File: src/hdl/vnmf_pkg.sv
package vnmf_pkg;

  localparam int MAX_WIDTH  = 1024;
  localparam int MAX_HEIGHT = 1024;
  localparam int MAX_KERNEL = 7;

  localparam int HALF_MAX = MAX_KERNEL / 2;
  localparam int SIDE     = 2 * HALF_MAX + 1;
  localparam int ROWS     = SIDE + 1;
  localparam int WIN      = SIDE * SIDE;

  localparam int PIX_W  = 16;
  localparam int CFG_W  = 11;
  localparam int K_W    = 3;
  localparam int COL_W  = $clog2(MAX_WIDTH);
  localparam int Y_W    = $clog2(MAX_HEIGHT);
  localparam int ROW_W  = $clog2(MAX_HEIGHT + HALF_MAX + 1);
  localparam int RY_W   = ROW_W + 1;
  localparam int XW     = CFG_W + 1;
  localparam int LANE_W = $clog2(ROWS);
  localparam int HALF_W = $clog2(HALF_MAX + 1);
  localparam int THR_W  = $clog2(MAX_KERNEL * MAX_KERNEL / 2 + 1);
  localparam int CNT_W  = $clog2(WIN + 1);
  localparam int GRP_W  = $clog2(SIDE + 1);
  localparam int SIDX_W = $clog2(SIDE);
  localparam int ARR_W  = $clog2(MAX_WIDTH * MAX_HEIGHT + HALF_MAX * MAX_WIDTH + HALF_MAX + 1);

  localparam int QDEPTH = 4;
  localparam int QPTR_W = $clog2(QDEPTH);
  localparam int QCNT_W = $clog2(QDEPTH + 1);

  localparam logic [PIX_W-1:0] INVALID_CODE = 16'hFFF0;

  typedef enum logic [1:0] {
    CFG_WIDTH  = 2'd0,
    CFG_HEIGHT = 2'd1,
    CFG_KERNEL = 2'd2
  } cfg_idx_e;

  typedef struct packed {
    logic [PIX_W-1:0]       px;
    logic                   store;
    logic [COL_W-1:0]       col;
    logic [LANE_W-1:0]      lane;
    logic signed [RY_W-1:0] ry;
    logic                   emit;
    logic [COL_W-1:0]       ex;
    logic [CFG_W-1:0]       w;
    logic [CFG_W-1:0]       h;
    logic [HALF_W-1:0]      half;
    logic [THR_W-1:0]       thr;
    logic                   last;
  } item_t;

  typedef struct packed {
    logic [WIN-1:0][PIX_W-1:0] vals;
    logic [WIN-1:0]            ok;
    logic [PIX_W-1:0]          center;
    logic [THR_W-1:0]          thr;
    logic                      last;
  } cand_t;

  function automatic logic [GRP_W-1:0] popcnt(input logic [SIDE-1:0] b);
    logic [GRP_W-1:0] s;
    s = '0;
    for (int i = 0; i < SIDE; i++) begin
      s = s + GRP_W'(b[i]);
    end
    return s;
  endfunction

endpackage

File: src/hdl/vnmf_queue.sv
module vnmf_queue import vnmf_pkg::*; (
  input  logic  clk_i,
  input  logic  rst_ni,
  input  logic  push_i,
  input  item_t item_i,
  output logic  full_o,
  input  logic  pop_i,
  output logic  valid_o,
  output item_t item_o
);

  item_t             slot_q [QDEPTH];
  logic [QPTR_W-1:0] wr_q, rd_q;
  logic [QCNT_W-1:0] cnt_q;

  assign full_o  = (cnt_q == QCNT_W'(QDEPTH));
  assign valid_o = (cnt_q != '0);
  assign item_o  = slot_q[rd_q];

  always_ff @(posedge clk_i) begin
    if (push_i) slot_q[wr_q] <= item_i;
  end

  always_ff @(posedge clk_i or negedge rst_ni) begin
    if (!rst_ni) begin
      wr_q  <= '0;
      rd_q  <= '0;
      cnt_q <= '0;
    end else begin
      if (push_i) wr_q <= wr_q + QPTR_W'(1);
      if (pop_i)  rd_q <= rd_q + QPTR_W'(1);
      cnt_q <= cnt_q + QCNT_W'(push_i) - QCNT_W'(pop_i);
    end
  end

  a_cnt_bound: assert property (@(posedge clk_i) disable iff (!rst_ni)
    cnt_q <= QCNT_W'(QDEPTH)) else $error("queue count overflow");
  a_no_overrun: assert property (@(posedge clk_i) disable iff (!rst_ni)
    (push_i && !pop_i) |-> (cnt_q != QCNT_W'(QDEPTH))) else $error("push into full queue");
  a_no_underrun: assert property (@(posedge clk_i) disable iff (!rst_ni)
    pop_i |-> (cnt_q != '0)) else $error("pop from empty queue");

endmodule

File: config.mk
export PLATFORM = sky130hd
export DESIGN_NAME = vnmf_queue
export DESIGN_NICKNAME = d
export VERILOG_FILES = /design/src/hdl/vnmf_pkg.sv /design/src/hdl/vnmf_queue.sv
export SDC_FILE = /design/constraint.sdc
export NUM_CORES = 1
export LEC_CHECK = 0
export BUFFER_PORTS_ARGS = -buffer_cell sky130_fd_sc_hd__buf_2
export CAP_MARGIN = 20
export CORE_ASPECT_RATIO = 0.5
export CORE_UTILIZATION = 30
export CTS_BUF_LIST = sky130_fd_sc_hd__clkbuf_4 sky130_fd_sc_hd__clkbuf_8
export CTS_CLUSTER_DIAMETER = 150
export DETAILED_ROUTE_END_ITERATION = 8
export GPL_TIMING_DRIVEN = 0
export PLACE_DENSITY_LB_ADDON = 0.2
export SLEW_MARGIN = 0
export SYNTH_ARGS = -nofsm -noshare
export SYNTH_HDL_FRONTEND = slang
export SYNTH_SLANG_ARGS = --single-unit
export TNS_END_PERCENT = 100
File: constraint.sdc
create_clock -name clk_i -period 5.4 [get_ports clk_i]
set_input_delay 1.08 -clock clk_i [delete_from_list [all_inputs] [get_ports clk_i]]
set_output_delay 1.08 -clock clk_i [all_outputs]
set_load 0.1 [all_outputs]
=== Yosys cells after proc, flatten, opt, wreduce, memory -nomap -nowiden ===
Memory sizes are Yosys's and may differ from the RTL's.
Index checks and enable logic that the tools add are counted.

* Register bits: 7
* Memory bits (writable): 332
* Input bits: 87
* Output and inout port bits: 85
* Logic and storage cells: 12
* Memories: 1

{| class="wikitable"
|+ Memory list
! memory !! depth !! width !! rd ports !! clocked after memory_dff !! wr ports !! RTL line !! source
|-
| slot_q || 4 || 83 || 1 || 0 || 1 || vnmf_queue.sv:12 || <nowiki>item_t slot_q [QDEPTH];</nowiki>
|}

* Add/subtract/negate cells: 4
* Equal/unequal tests: 1
* Mux-type cells: 2
* Reduce and logical (&&, ||, !) cells: 1

{| class="wikitable"
|+ Operator list
! operator !! number
|-
| 2-bit by 1-bit adder with 2-bit output (second input constant) || 2
|-
| 3-bit by 1-bit adder with 3-bit output || 1
|-
| 3-bit == test (second input constant) || 1
|-
| 3-bit nonzero test || 1
|-
| 3-bit by 1-bit subtractor with 3-bit output || 1
|-
| 1-bit two-way mux || 2
|}

=== Logic depth before layout (Yosys ltp) ===
* Depth in word-level cells: 2
* Depth in mapped cells: 7
* Depth with buffers taken out: 7

=== Worst setup path after synthesis ===
OpenSTA, ideal clock, no wires.

* Path kind: input to register
* Start point: input port push_i
* End point: memory slot_q[0][0] (netlist bit) (enable)
* Setup time: 0.450 ns
* Data arrival time: 3.010 ns
* Required time: 4.950 ns
* Slack: 1.940 ns
* Cell stages on the path: 1
* Buffers on the path: 0
* Cells stage by stage: and2_1

* Cells in the longest elaborated chain, start to end: 2

{| class="wikitable"
|+ Ends and longest elaborated chain
! what !! RTL line !! source
|-
| start: declaration || vnmf_queue.sv:4 || <nowiki>input logic push_i,</nowiki>
|-
| 1-bit two-way mux || vnmf_queue.sv:21 || <nowiki>if (push_i) slot_q[wr_q] <= item_i;</nowiki>
|-
| 1-bit two-way mux (implied by the code) || vnmf_queue.sv:21 ||
|-
| end: declaration || vnmf_queue.sv:12 ||
|}

No other way between the ends.

==> qor.txt <==
status = finished, final reports clean
number of buffer and inverter stages on the critical path = 2
DRC violation total after the first TritonRoute iteration = 278
overall fraction of global-route tracks in use = 0.124
syn nets = 562
TritonCTS clock tree = done
Post-synth ARST share = 0.0206
DRT Wirelength = 25.8 mm
area taken by multi-input logic gates = 2070 um2
number of input and output port buffers inserted = 171
Max stage delay cell, worst path = clkbuf_1
portion of synthesized cell area occupied by the leading cell type = 0.803
arrival time reported for the critical path endpoint = 2.35 ns
unrepaired setup endpoints after global routing = no
Mean Syn Cell Area = 26.5 um2
most frequent cell after synthesis = edfxtp_1
number of remaining DRC errors = 0
post-route core utilization = 0.371
Worst R2R Setup Slack = 3.35 ns
Setup TNS = 0 ns
net total in the final layout = 790
biggest area contributors in the synthesized netlist = edfxtp_1 (80%), mux4_2 (15%), dfrtp_1 (1.4%), buf_12 (0.97%), ha_1 (0.60%)
critical path, cell by cell = clkbuf_1 -> mux4_2 -> buf_2
nature of the critical path endpoint = output pin
vias in the first global route = 6238
total standard cell area after synthesis = 12400 um2
Netlist cell types = 18
delay-heaviest family, CP = buffers and inverters
leftover overflow at the end of global routing = 0
library cell occupying the most area in the post-synthesis netlist = edfxtp_1
category of the worst setup path launch point = register
CTS Root Cell = clkbuf_8
portion of the clock cycle consumed by the worst path in the final layout = 0.635
HPWL reported at the end of detailed placement = 15.3 mm
# Post-CTS Setup Buffers = 0
Top Ports = 172
Worst Path Class, Setup = reg -> out
number of iterations in the first detailed-routing pass = 4
pin count of the biggest net entering global routing = 50
end of the worst register-to-register path = slot_q[1][43]
total of max-cap violations = 0
setup skew after layout = 0.0158 ns
time the worst path needs with I/O delays and setup = 3.43 ns
number of H-tree levels = 2
Crit path largest cell delay = 0.59 ns
pin slew with the least headroom to its limit = 0.871 ns
Sinks on Clock Net = 339
sequential element share of the synthesized area = 0.817
via total after detailed routing = 5587
Reg2Reg Launch Point = wr_q[1]
number of synthesized register bits = 339
routed len/inst = 20.2 um
Post-CTS Hold Buffers = 0
initial core utilization = 0.306
fraction of final layout cells with drive strength greater than 1 = 0.486
area added between synthesis and finish = 21.1%
first-pass GRT wire length = 38.5 mm
CTS Buffer Depth = 3
routability congestion estimate from global placement = 0.666
antenna violations before repair = 0
data required time at the worst endpoint = 4.32 ns
Clk pin slew, worst setup/hold paths = 0.06 ns
max-slew violation count = 0
DIE AREA = 42300 um2
count of synthesis-stage warnings from yosys = 0
reg2reg path depth = 4
Commonest cells post-synth = edfxtp_1 (332), mux4_2 (83), buf_2 (7), dfrtp_1 (7)
cells after synthesis = 468
Post-synth top flop = edfxtp_1
Die Width = 290 um
upper clock frequency limit = 0.292 GHz
Resize count post-CTS = 0
number of antenna diodes = 0
standard-cell row count = 52
fill cell total of the finished layout = 3760
final setup violating endpoints = 0
post-detailed-route via-to-cell ratio = 4.39
headroom to the max-slew limit = 0.419
hold violation total from the final report = 0
vertical die dimension = 146 um
number of buffers created by CTS = 51
critical path fanouts, max = 10
sequential standard cell area = 10100 um2
final antenna-violating net count = 0
clk_lat worst skew = 0.59 ns
number of flops mapped to enable cells by yosys = 332
area of the placeable core = 40600 um2
Tightest Hold Check Type = in -> async
-- per-layer routing --
layer,share of wire,global-route usage,vias to the layer above
met2,0.53,0.220,86
met4,0.020,0.0403,0
met1,0.41,0.149,2974
met3,0.039,0.0293,49
li1,-,-,2478
met5,0,0,-
-- placed cells by master (no fill, tap or decap), drive strengths merged --
cell	n
xnor2	3
bufinv	1
fa	1
inv	8
clkinvlp	1
and3	1
mux4	83
o21ai	1
or3	1
clkinv	18
nand2	2
ha	6
clkbuf	71
dfrtp	7
edfxtp	332
xor2	2
buf	192
and2	4
-- registers in the layout, summed over array words and instances (netlist names) --
signal and count:
wr_q 2, cnt_q 3, slot_q 332, rd_q 2
-- worst register-to-register path, delay by kind of cell (launching register included) --
kind                     cells  cell delay [ns]
flip-flops                   1             0.40
adder cells (fa/ha/maj)      1             0.15
buffers and inverters        2             0.43
AND/OR/NAND/NOR              1             0.70
-- worst max-delay path by stage --
stage          startpoint       endpoint  cells after the start  slack [ns]
5_1_grt           rd_q[1]     item_o[11]                      3        1.81
3_5_place_dp      rd_q[1]     item_o[12]                      3        2.50
3_3_place_gp       push_i  slot_q[2][44]                      2       -0.21
4_1_cts           rd_q[1]     item_o[12]                      3        1.83
2_1_floorplan      push_i   slot_q[0][0]                      1        1.94
6_report          rd_q[1]     item_o[12]                      3        1.97
-- through the flow --
| step | cells | area, um2 | setup slack [ns] | hold slack [ns] |
|---|---|---|---|---|
| floorplan | 468 | 12400 | 1.94 | 0.491 |
| global placement | 1179 | 14000 | -0.215 | 0.510 |
| detailed placement | 1183 | 14100 | 2.50 | 0.526 |
| CTS | 1274 | 15000 | 1.83 | 0.252 |
| global route | 1274 | 15000 | 1.81 | 0.278 |
| finish | 1274 | 15000 | 1.97 | 0.316 |
-- area by class of cell --
type / instances / share of cell area
Sequential cell: 339 / 0.674
Multi-Input combinational cell: 104 / 0.137
Clock buffer: 69 / 0.0556
Buffer: 19 / 0.0131
Tap cell: 540 / 0.0449
Clock inverter: 22 / 0.00890
Inverter: 6 / 0.00150
Timing Repair Buffer: 175 / 0.0642
-- kinds of logic after synthesis --
family,after synthesis,share of synthesized area
muxes,83,0.150
AOI/OAI and AO/OA,1,0.000403
adders and majority gates,7,0.00766
DFF,339,0.817
and+or+nand+nor,8,0.00363
buffers and inverters,25,0.0176
xor gates and xnor gates,5,0.00353
Power is left out: the tool's default activity adds up to more than one toggle a clock period on the data nets, which glitch-free logic cannot reach.
