==> src/hdl/vnmf_pkg.sv <==
package vnmf_pkg;

  localparam int MAX_WIDTH  = 1024;
  localparam int MAX_HEIGHT = 1024;
  localparam int MAX_KERNEL = 7;

  localparam int HALF_MAX = MAX_KERNEL / 2;
  localparam int SIDE     = 2 * HALF_MAX + 1;
  localparam int ROWS     = SIDE + 1;
  localparam int WIN      = SIDE * SIDE;

  localparam int PIX_W  = 16;
  localparam int CFG_W  = 11;
  localparam int K_W    = 3;
  localparam int COL_W  = $clog2(MAX_WIDTH);
  localparam int Y_W    = $clog2(MAX_HEIGHT);
  localparam int ROW_W  = $clog2(MAX_HEIGHT + HALF_MAX + 1);
  localparam int RY_W   = ROW_W + 1;
  localparam int XW     = CFG_W + 1;
  localparam int LANE_W = $clog2(ROWS);
  localparam int HALF_W = $clog2(HALF_MAX + 1);
  localparam int THR_W  = $clog2(MAX_KERNEL * MAX_KERNEL / 2 + 1);
  localparam int CNT_W  = $clog2(WIN + 1);
  localparam int GRP_W  = $clog2(SIDE + 1);
  localparam int SIDX_W = $clog2(SIDE);
  localparam int ARR_W  = $clog2(MAX_WIDTH * MAX_HEIGHT + HALF_MAX * MAX_WIDTH + HALF_MAX + 1);

  localparam int QDEPTH = 4;
  localparam int QPTR_W = $clog2(QDEPTH);
  localparam int QCNT_W = $clog2(QDEPTH + 1);

  localparam logic [PIX_W-1:0] INVALID_CODE = 16'hFFF0;

  typedef enum logic [1:0] {
    CFG_WIDTH  = 2'd0,
    CFG_HEIGHT = 2'd1,
    CFG_KERNEL = 2'd2
  } cfg_idx_e;

  typedef struct packed {
    logic [PIX_W-1:0]       px;
    logic                   store;
    logic [COL_W-1:0]       col;
    logic [LANE_W-1:0]      lane;
    logic signed [RY_W-1:0] ry;
    logic                   emit;
    logic [COL_W-1:0]       ex;
    logic [CFG_W-1:0]       w;
    logic [CFG_W-1:0]       h;
    logic [HALF_W-1:0]      half;
    logic [THR_W-1:0]       thr;
    logic                   last;
  } item_t;

  typedef struct packed {
    logic [WIN-1:0][PIX_W-1:0] vals;
    logic [WIN-1:0]            ok;
    logic [PIX_W-1:0]          center;
    logic [THR_W-1:0]          thr;
    logic                      last;
  } cand_t;

  function automatic logic [GRP_W-1:0] popcnt(input logic [SIDE-1:0] b);
    logic [GRP_W-1:0] s;
    s = '0;
    for (int i = 0; i < SIDE; i++) begin
      s = s + GRP_W'(b[i]);
    end
    return s;
  endfunction

endpackage

==> src/hdl/vnmf_front.sv <==
module vnmf_front import vnmf_pkg::*; (
  input  logic             clk_i,
  input  logic             rst_ni,
  input  logic             s_axis_tvalid,
  output logic             s_axis_tready,
  input  logic [15:0]      s_axis_tdata,  // [15:0] pixel
  input  logic             s_axis_tuser,  // [0] drain
  input  logic             cfg_valid_i,
  output logic             cfg_ready_o,
  input  logic [1:0]       cfg_index_i,
  input  logic [CFG_W-1:0] cfg_data_i,
  input  logic             q_full_i,
  output logic             q_push_o,
  output item_t            q_item_o
);

  logic [CFG_W-1:0] cfg_w_q, cfg_h_q, cur_w_q, cur_h_q;
  logic [K_W-1:0]   cfg_k_q, cur_k_q;
  logic [ROW_W-1:0] row_q, row_d;
  logic [COL_W-1:0] col_q, col_d, ex_q, ex_d;
  logic [Y_W-1:0]   ey_q, ey_d;
  logic [ARR_W-1:0] arr_q, arr_d, dly;

  logic [CFG_W-1:0]   sat_w, sat_h, w_e, h_e;
  logic [K_W-1:0]     sat_k, k_e;
  logic [HALF_W-1:0]  half_e;
  logic [2*K_W-1:0]   ksq;
  logic               start, in_frame, emit, last, accept, drop;

  assign cfg_ready_o = 1'b1;

  always_ff @(posedge clk_i or negedge rst_ni) begin
    if (!rst_ni) begin
      cfg_w_q <= CFG_W'(640);
      cfg_h_q <= CFG_W'(480);
      cfg_k_q <= K_W'(5);
    end else if (cfg_valid_i) begin
      unique case (cfg_idx_e'(cfg_index_i))
        CFG_WIDTH:  cfg_w_q <= cfg_data_i;
        CFG_HEIGHT: cfg_h_q <= cfg_data_i;
        CFG_KERNEL: cfg_k_q <= cfg_data_i[K_W-1:0];
        default: ;
      endcase
    end
  end

  always_comb begin
    sat_w = (cfg_w_q == '0) ? CFG_W'(1) :
            (cfg_w_q > CFG_W'(MAX_WIDTH)) ? CFG_W'(MAX_WIDTH) : cfg_w_q;
    sat_h = (cfg_h_q == '0) ? CFG_W'(1) :
            (cfg_h_q > CFG_W'(MAX_HEIGHT)) ? CFG_W'(MAX_HEIGHT) : cfg_h_q;
    sat_k = (cfg_k_q > K_W'(MAX_KERNEL)) ? K_W'(MAX_KERNEL) : cfg_k_q;
    start = (row_q == '0) && (col_q == '0);
    w_e = start ? sat_w : cur_w_q;
    h_e = start ? sat_h : cur_h_q;
    k_e = start ? sat_k : cur_k_q;
    half_e = HALF_W'(k_e >> 1);
    ksq = {{K_W{1'b0}}, k_e} * {{K_W{1'b0}}, k_e};
    in_frame = CFG_W'(row_q) < h_e;
    // results start half*width+half items into the frame; half may exceed the width
    dly = ARR_W'({{CFG_W{1'b0}}, half_e} * {{HALF_W{1'b0}}, w_e}) + ARR_W'(half_e);
    emit = arr_q >= dly;
    last = emit && (CFG_W'(ex_q) == w_e - CFG_W'(1)) && (CFG_W'(ey_q) == h_e - CFG_W'(1));
    accept = s_axis_tvalid && s_axis_tready;
    drop = in_frame && s_axis_tuser;
  end

  assign s_axis_tready = !q_full_i;
  assign q_push_o      = accept && !drop;

  always_comb begin
    q_item_o.px    = s_axis_tdata;
    q_item_o.store = in_frame;
    q_item_o.col   = col_q;
    q_item_o.lane  = row_q[LANE_W-1:0];
    q_item_o.ry    = $signed({1'b0, row_q}) - $signed(RY_W'(half_e));
    q_item_o.emit  = emit;
    q_item_o.ex    = ex_q;
    q_item_o.w     = w_e;
    q_item_o.h     = h_e;
    q_item_o.half  = half_e;
    q_item_o.thr   = THR_W'(ksq >> 1);
    q_item_o.last  = last;
  end

  // advance arrival and emit positions; wrap both at the frame's last result
  always_comb begin
    row_d = row_q;
    col_d = col_q;
    ex_d  = ex_q;
    ey_d  = ey_q;
    arr_d = arr_q;
    if (q_push_o) begin
      if (last) begin
        row_d = '0;
        col_d = '0;
        ex_d  = '0;
        ey_d  = '0;
        arr_d = '0;
      end else begin
        arr_d = arr_q + ARR_W'(1);
        if (CFG_W'(col_q) == w_e - CFG_W'(1)) begin
          col_d = '0;
          row_d = row_q + ROW_W'(1);
        end else begin
          col_d = col_q + COL_W'(1);
        end
        if (emit) begin
          if (CFG_W'(ex_q) == w_e - CFG_W'(1)) begin
            ex_d = '0;
            ey_d = ey_q + Y_W'(1);
          end else begin
            ex_d = ex_q + COL_W'(1);
          end
        end
      end
    end
  end

  always_ff @(posedge clk_i or negedge rst_ni) begin
    if (!rst_ni) begin
      row_q   <= '0;
      col_q   <= '0;
      ex_q    <= '0;
      ey_q    <= '0;
      arr_q   <= '0;
      cur_w_q <= CFG_W'(640);
      cur_h_q <= CFG_W'(480);
      cur_k_q <= K_W'(5);
    end else begin
      row_q <= row_d;
      col_q <= col_d;
      ex_q  <= ex_d;
      ey_q  <= ey_d;
      arr_q <= arr_d;
      if (accept && start) begin
        cur_w_q <= sat_w;
        cur_h_q <= sat_h;
        cur_k_q <= sat_k;
      end
    end
  end

endmodule

==> config.mk <==
export PLATFORM = sky130hd
export DESIGN_NAME = vnmf_front
export DESIGN_NICKNAME = d
export VERILOG_FILES = /design/src/hdl/vnmf_pkg.sv /design/src/hdl/vnmf_front.sv
export SDC_FILE = /design/constraint.sdc
export NUM_CORES = 1
export LEC_CHECK = 0
export BUFFER_PORTS_ARGS = -buffer_cell sky130_fd_sc_hd__buf_2
export CORE_MARGIN = 4
export CORE_UTILIZATION = 55
export CTS_CLUSTER_DIAMETER = 150
export DETAILED_ROUTE_END_ITERATION = 16
export GPL_TIMING_DRIVEN = 0
export PLACE_DENSITY = 0.77
export SYNTH_ARGS = -nofsm -noshare
export SYNTH_HDL_FRONTEND = slang
export SYNTH_SLANG_ARGS = --single-unit
==> constraint.sdc <==
create_clock -name clk_i -period 8.6 [get_ports clk_i]
set_input_delay 0.86 -clock clk_i [delete_from_list [all_inputs] [get_ports clk_i]]
set_output_delay 0.86 -clock clk_i [all_outputs]
set_load 0.005 [all_outputs]
## After elaboration in Yosys (flattened, before gate mapping)

Cells that the tools add are included.

| word-level totals | value |
|---|---|
| logic and storage cells | 74 |
| output and inout port bits | 86 |
| register bits after elaboration | 112 |
| input port bits | 35 |

| cells by class | value |
|---|---|
| $lt $le $gt $ge | 5 |
| multipliers | 2 |
| reduce and logical (&&, ||, !) cells | 23 |
| mux-type cells | 19 |
| equality and inequality tests | 5 |
| $add $sub $neg | 9 |

Operators with widths:

| kind | number |
|---|---|
| 11-bit 2-to-1 mux | 8 |
| 10-bit 2-to-1 mux | 8 |
| 10-bit by 11-bit == test with 1-bit output | 3 |
| 11-bit zero test | 3 |
| 10-bit by 1-bit adder with 10-bit output, second input constant | 3 |
| 11-bit greater-than comparator, second input constant | 2 |
| 11-bit by 1-bit subtractor with 11-bit output, second input constant | 2 |
| 21-bit by 1-bit adder with 21-bit output, second input constant | 1 |
| 21-bit by 14-bit greater-or-equal comparator with 1-bit output | 1 |
| 21-bit 2-to-1 mux | 1 |
| 13-bit by 2-bit adder with 14-bit output | 1 |
| 2-bit by 11-bit multiplier with 13-bit output | 1 |
| 11-bit by 2-bit subtractor with 12-bit output | 1 |
| 11-bit by 1-bit adder with 11-bit output, second input constant | 1 |
| 11-bit less-than comparator | 1 |
| 10-bit zero test | 1 |
| 2-bit AND reduction | 5 |
| 1-bit logical AND | 7 |
| 3-bit by 3-bit multiplier with 6-bit output | 1 |
| 3-bit 2-to-1 mux | 2 |
| 2-bit nonzero test | 3 |
| 3-bit greater-than comparator, second input constant | 1 |
| 3-bit AND reduction | 1 |
| 2-bit by 1-bit == test with 1-bit output, second input constant | 1 |
| other kinds (3) | 4 |

## Depth between registers and ports, before layout

| depth | value |
|---|---|
| depth after elaboration | 11 |
| mapped depth | 35 |

## Worst setup path after synthesis

No wires, ideal clock.

| path | value |
|---|---|
| path kind | reg-to-output |
| start | reg col_q[0] |
| end | out q_item_o[0] (netlist bit) |
| slack | 1751 ps |
| arrival time | 5989 ps |
| data required time | 7740 ps |
| stages on the path, launching flop included | 33 |
| buffers on the path | 5 |
| cell sequence | dfrtp_1 inv_1 ha_1 and4bb_2 and4_1 clkbuf_1 nand2_2 buf_2 buf_1 nor2_1 a21oi_1 nor2_1 fa_1 ha_1 a21o_1 a21oi_1 o21ai_0 a21oi_1 o21ai_0 a21oi_1 o21bai_1 a21oi_1 nor2_1 a211oi_1 ha_1 a2111oi_0 o21ai_0 nor4_1 and2_1 a2111oi_2 and2_1 buf_2 buf_4 |

| between the ends | value |
|---|---|
| cells in the longest elaborated chain, start to end | 8 |
| elaborated cells on any way between the ends | 14 |
| those cells by class | add/sub (3); mul (1); order compare (1); eq/ne (2); mux (3); reduce/logical (4) |

RTL lines:

| item | line | text |
|---|---|---|
| start: declaration | vnmf_front.sv:20 | `logic [COL_W-1:0] col_q, col_d, ex_q, ex_d;` |
| start signal: assignment | vnmf_front.sv:132 | `col_q <= col_d;` |
| 10-bit zero test (*) | vnmf_front.sv:53 | `start = (row_q == '0) && (col_q == '0);` |
| 1-bit logical AND (*) | vnmf_front.sv:53 |  |
| 3-bit 2-to-1 mux or 11-bit 2-to-1 mux (tied branches) | vnmf_front.sv:56, vnmf_front.sv:54 |  |
| 2-bit by 11-bit multiplier with 13-bit output | vnmf_front.sv:61 | `dly = ARR_W'({{CFG_W{1'b0}}, half_e} * {{HALF_W{1'b0}}, w_e}) + ARR_W'(half_e);` |
| 13-bit by 2-bit adder with 14-bit output | vnmf_front.sv:61 |  |
| 21-bit by 14-bit greater-or-equal comparator with 1-bit output | vnmf_front.sv:62 | `emit = arr_q >= dly;` |
| 1-bit logical AND | vnmf_front.sv:63 | `last = emit && (CFG_W'(ex_q) == w_e - CFG_W'(1)) && (CFG_W'(ey_q) == h_e - CFG_W'(1));` |
| 1-bit logical AND (*) | vnmf_front.sv:63 |  |
| end: declaration | vnmf_front.sv:14 | `output item_t q_item_o` |

Mark *: on every way between the ends. The rest lies on a longest branch, timed or not.

## Worst setup path in the final report

| path | value |
|---|---|
| start | reg row_q[2] |
| end | out q_item_o[0] (netlist bit) |

| between the ends | value |
|---|---|
| cells in the longest elaborated chain, start to end | 8 |
| elaborated cells on any way between the ends | 14 |
| those cells by class | add/sub (3); mul (1); order compare (1); eq/ne (2); mux (3); reduce/logical (4) |

RTL lines:

| item | line | text |
|---|---|---|
| start: declaration | vnmf_front.sv:19 | `logic [ROW_W-1:0] row_q, row_d;` |
| start signal: assignment | vnmf_front.sv:131 | `row_q <= row_d;` |
| 11-bit zero test (*) | vnmf_front.sv:53 |  |
| 1-bit logical AND (*) | vnmf_front.sv:53 |  |
| 3-bit 2-to-1 mux or 11-bit 2-to-1 mux (tied branches) | vnmf_front.sv:56, vnmf_front.sv:54 |  |
| 2-bit by 11-bit multiplier with 13-bit output | vnmf_front.sv:61 |  |
| 13-bit by 2-bit adder with 14-bit output | vnmf_front.sv:61 |  |
| 21-bit by 14-bit greater-or-equal comparator with 1-bit output | vnmf_front.sv:62 |  |
| 1-bit logical AND | vnmf_front.sv:63 |  |
| 1-bit logical AND (*) | vnmf_front.sv:63 |  |

Marked as above.

==> out/qor.yml <==
fmax_ghz: 0.120
fin_nets: 1350
overflow: 0
yosys-top-cells-area: "dfrtp_1 25%, ha_1 7.3%, xnor2_1 4.8%"
finalHoldViolCount: 0
drt_iter0_markers: 952
grt_pass1_wl_um: 46400
power.leakage_nw: 4.95
required_ps: 7740
setup_viol: 0
min_path_type: "primary input to async pin"
synth_nets: 1234
grt_pass1_vias: 8582
synth_top_area_cell: "dfrtp_1"
drc_errors: 0
cap_violations: 0
postPlaceCellArea_um2: 10300
via_count: 9239
endpoint_kind: "output port"
drv_slew: 0
fp.dieH_um: 139
die_x_um: 139
final_cells: 1482
netlist_area_um2: 9460
path_max_fanout: 10
vdd_drop_max_v: 0.000123
core_um2: 16700
n_antenna_cell: 0
synth_edf_count: 0
powerDensity_nw_per_um2: 140
die_area_um2: 19400
cellInternalPower_mw: 0.954
clock_latency_ps: 370
rr_worst_depth: 32
report.power.total_mw: 1.49
ctsHoldBuffers: 0
yosys_warnings: 0
max_stage_delay_ps: 450
tightest_slew_ps: 920
tns_ps: 0
wire_per_inst_um: 19.6
synth_commonest_cells: "115 x nor2_1, 96 x dfrtp_1, 91 x nand2_1, 67 x o21ai_0, 66 x inv_1"
swShare_pct: 36.2
finalCritPeriodShare_pct: 96.6
firstDrtPassIters: 7
arrival_ps: 7450
regToRegSetupSlack_ps: 910
seq_area_um2: 2830
ys_seq_area_share_pct: 29.8
fin_worst_skew_ps: 12.2
cts-buffers-inserted: 9
p_comb_share_pct: 26.6
postSynthCellCount: 1141
cp-start-kind: "flop"
grt_max_degree: 67
synth.most_common_cell: "nor2_1"
start_util_pct: 56.6
p_switching_mw: 0.541
num_io_pins: 121
ctsHtreeMaxLevel: 3
critical_path_class: "flop to output port"
r2r_start: "row_q[2]"
clockRootBuffer: "clkbuf_16"
status: "completed"
final_core_util_pct: 64.0
drive_above_1_share_pct: 19.9
rows: 47
design_area_um2: 10700
dp.cells: 1464
ys_types: 85
wl_um: 29000
cts_tree: "built"
ctsLongestPathBuffers: 2
period_minus_slack_ps: 8310
clk_pin_slew_ps: 90
vias_per_cell: 6.23
ys_ff_latch: 112
multi_input_area_um2: 6060
fillers: 1524
relSlewSlack_pct: 38.7
power_frac_clock_pct: 28.2
cts.sinks: 112
ant_nets: 0
track_usage_pct: 29.6
cp_slowest_cell: "dfrtp_1"
port_buffers: 102
avgSynthCellArea_um2: 8.29
pwr-share-seq_pct: 45.1
synthArstFlopShare_pct: 100
gp_congestion: 0.995
dp_hpwl_um: 22500
area_growth_pct: 13.1
crit-reg2reg-capture: "ey_q[9]"
crit_top_cell: "buf_2"
yosys_most_used_dff: "dfrtp_1"
antenna_found_initial: 0
synth_top_area_share_pct: 25.4
metrics by stage:
stage	setup WS (ps)	hold WS, ps
floorplan	1750	466
global placement	-241	487
detailed placement	-282	511
CTS	23.0	435
global route	-1.95	454
finish	293	406
flip-flops by register name (all words and copies together), names as in the netlist:
| name | flops |
|---|---|
| ey_q | 10 |
| cur_w_q | 11 |
| cfg_h_q | 11 |
| ex_q | 10 |
| cfg_k_q | 3 |
| cur_h_q | 11 |
| cfg_w_q | 11 |
| row_q | 11 |
| arr_q | 21 |
| col_q | 10 |
| cur_k_q | 3 |
cells by family (layout without fill, tap and decap cells):
family,Yosys count,after routing,share of synthesized area [%]
fa+ha+maj,58,58,7.91
other cells,2,2,0.0794
flops,112,112,29.8
mux,44,44,5.05
xor+xnor,84,84,8.07
buf+inv,147,268,7.09
simple gates,476,476,26.4
compound gates,218,218,15.5
cell type report:
cell class,count,area share [%]
repair buffers,107,5.37
well taps,220,2.57
multi-input cells,882,56.7
plain buffers,79,3.99
clock inverters,6,0.480
clock buffers,10,2.14
flip-flops and latches,112,26.4
inverters,66,2.32
cell usage in the layout (no fill, tap or decap), types with 7 or more instances in the layout:
master | netlist | layout
ha_1 | 55 | 55
o21a_1 | 12 | 12
nand3_1 | 38 | 38
or3_1 | 12 | 12
a211oi_1 | 14 | 14
nand2_1 | 91 | 90
o21ai_0 | 67 | 65
dfrtp_1 | 96 | 94
or4_1 | 9 | 9
xnor2_1 | 52 | 52
nand4_1 | 26 | 26
o31ai_1 | 7 | 7
and2_1 | 10 | 9
buf_4 | 27 | 32
dfstp_2 | 16 | 16
nor2_1 | 115 | 114
mux2i_1 | 14 | 12
nor2b_1 | 11 | 11
clkbuf_16 | 0 | 9
buf_2 | 8 | 109
nand2b_1 | 34 | 34
mux2_2 | 30 | 30
clkbuf_1 | 42 | 36
xor2_1 | 30 | 30
a21oi_1 | 38 | 33
inv_1 | 66 | 66
a22oi_1 | 9 | 9
and3_1 | 11 | 11
nor3_1 | 61 | 60
nor4_1 | 19 | 18
o22ai_1 | 8 | 8
a21o_1 | 10 | 10
worst max-delay path by stage:
stage	to	startpoint
after floorplan	q_item_o[0]	col_q[0]
after global placement	q_item_o[0]	row_q[0]
after detailed placement	q_item_o[0]	row_q[1]
after CTS	q_item_o[0]	row_q[1]
after global routing	q_item_o[0]	row_q[1]
final	q_item_o[0]	row_q[2]
critical path, delay by kind of cell, from the launching register on:
kind                       cells  cell delay (ps)
and+or+nand+nor                8             1870
adders and majority gates      3             1000
AOI/OAI and AO/OA             12             2250
DFF                            1              450
muxes                          1              350
buffers and inverters          6             1140
per-layer routing:
layer | track usage, % | share of wire [%] | routed length [µm]
met2 | 46.6 | 46 | 13300
met4 | 9.94 | 3.0 | 877
met3 | 5.10 | 8.3 | 2400
met5 | 0 | 0 | 0
met1 | 41.6 | 43 | 12400
power groups by stage:
| stage | clock network [mW] | registers (mW) | logic [mW] |
|---|---|---|---|
| global route | 0.449 | 0.682 | 0.440 |
| global placement | 0 | 0.678 | 0.379 |
| detailed placement | 0 | 0.681 | 0.389 |
| CTS | 0.428 | 0.671 | 0.392 |
| finish | 0.422 | 0.675 | 0.398 |
| floorplan | 0 | 0.652 | 0.270 |
timing repair:
action	CTS	global route
setup endpoints to repair	2	2
hold endpoints to repair	0	0
gates resized for setup	12	24
buffers inserted	0	4
pin swaps	0	4
Note: power is estimated with default switching activity, not from simulation.
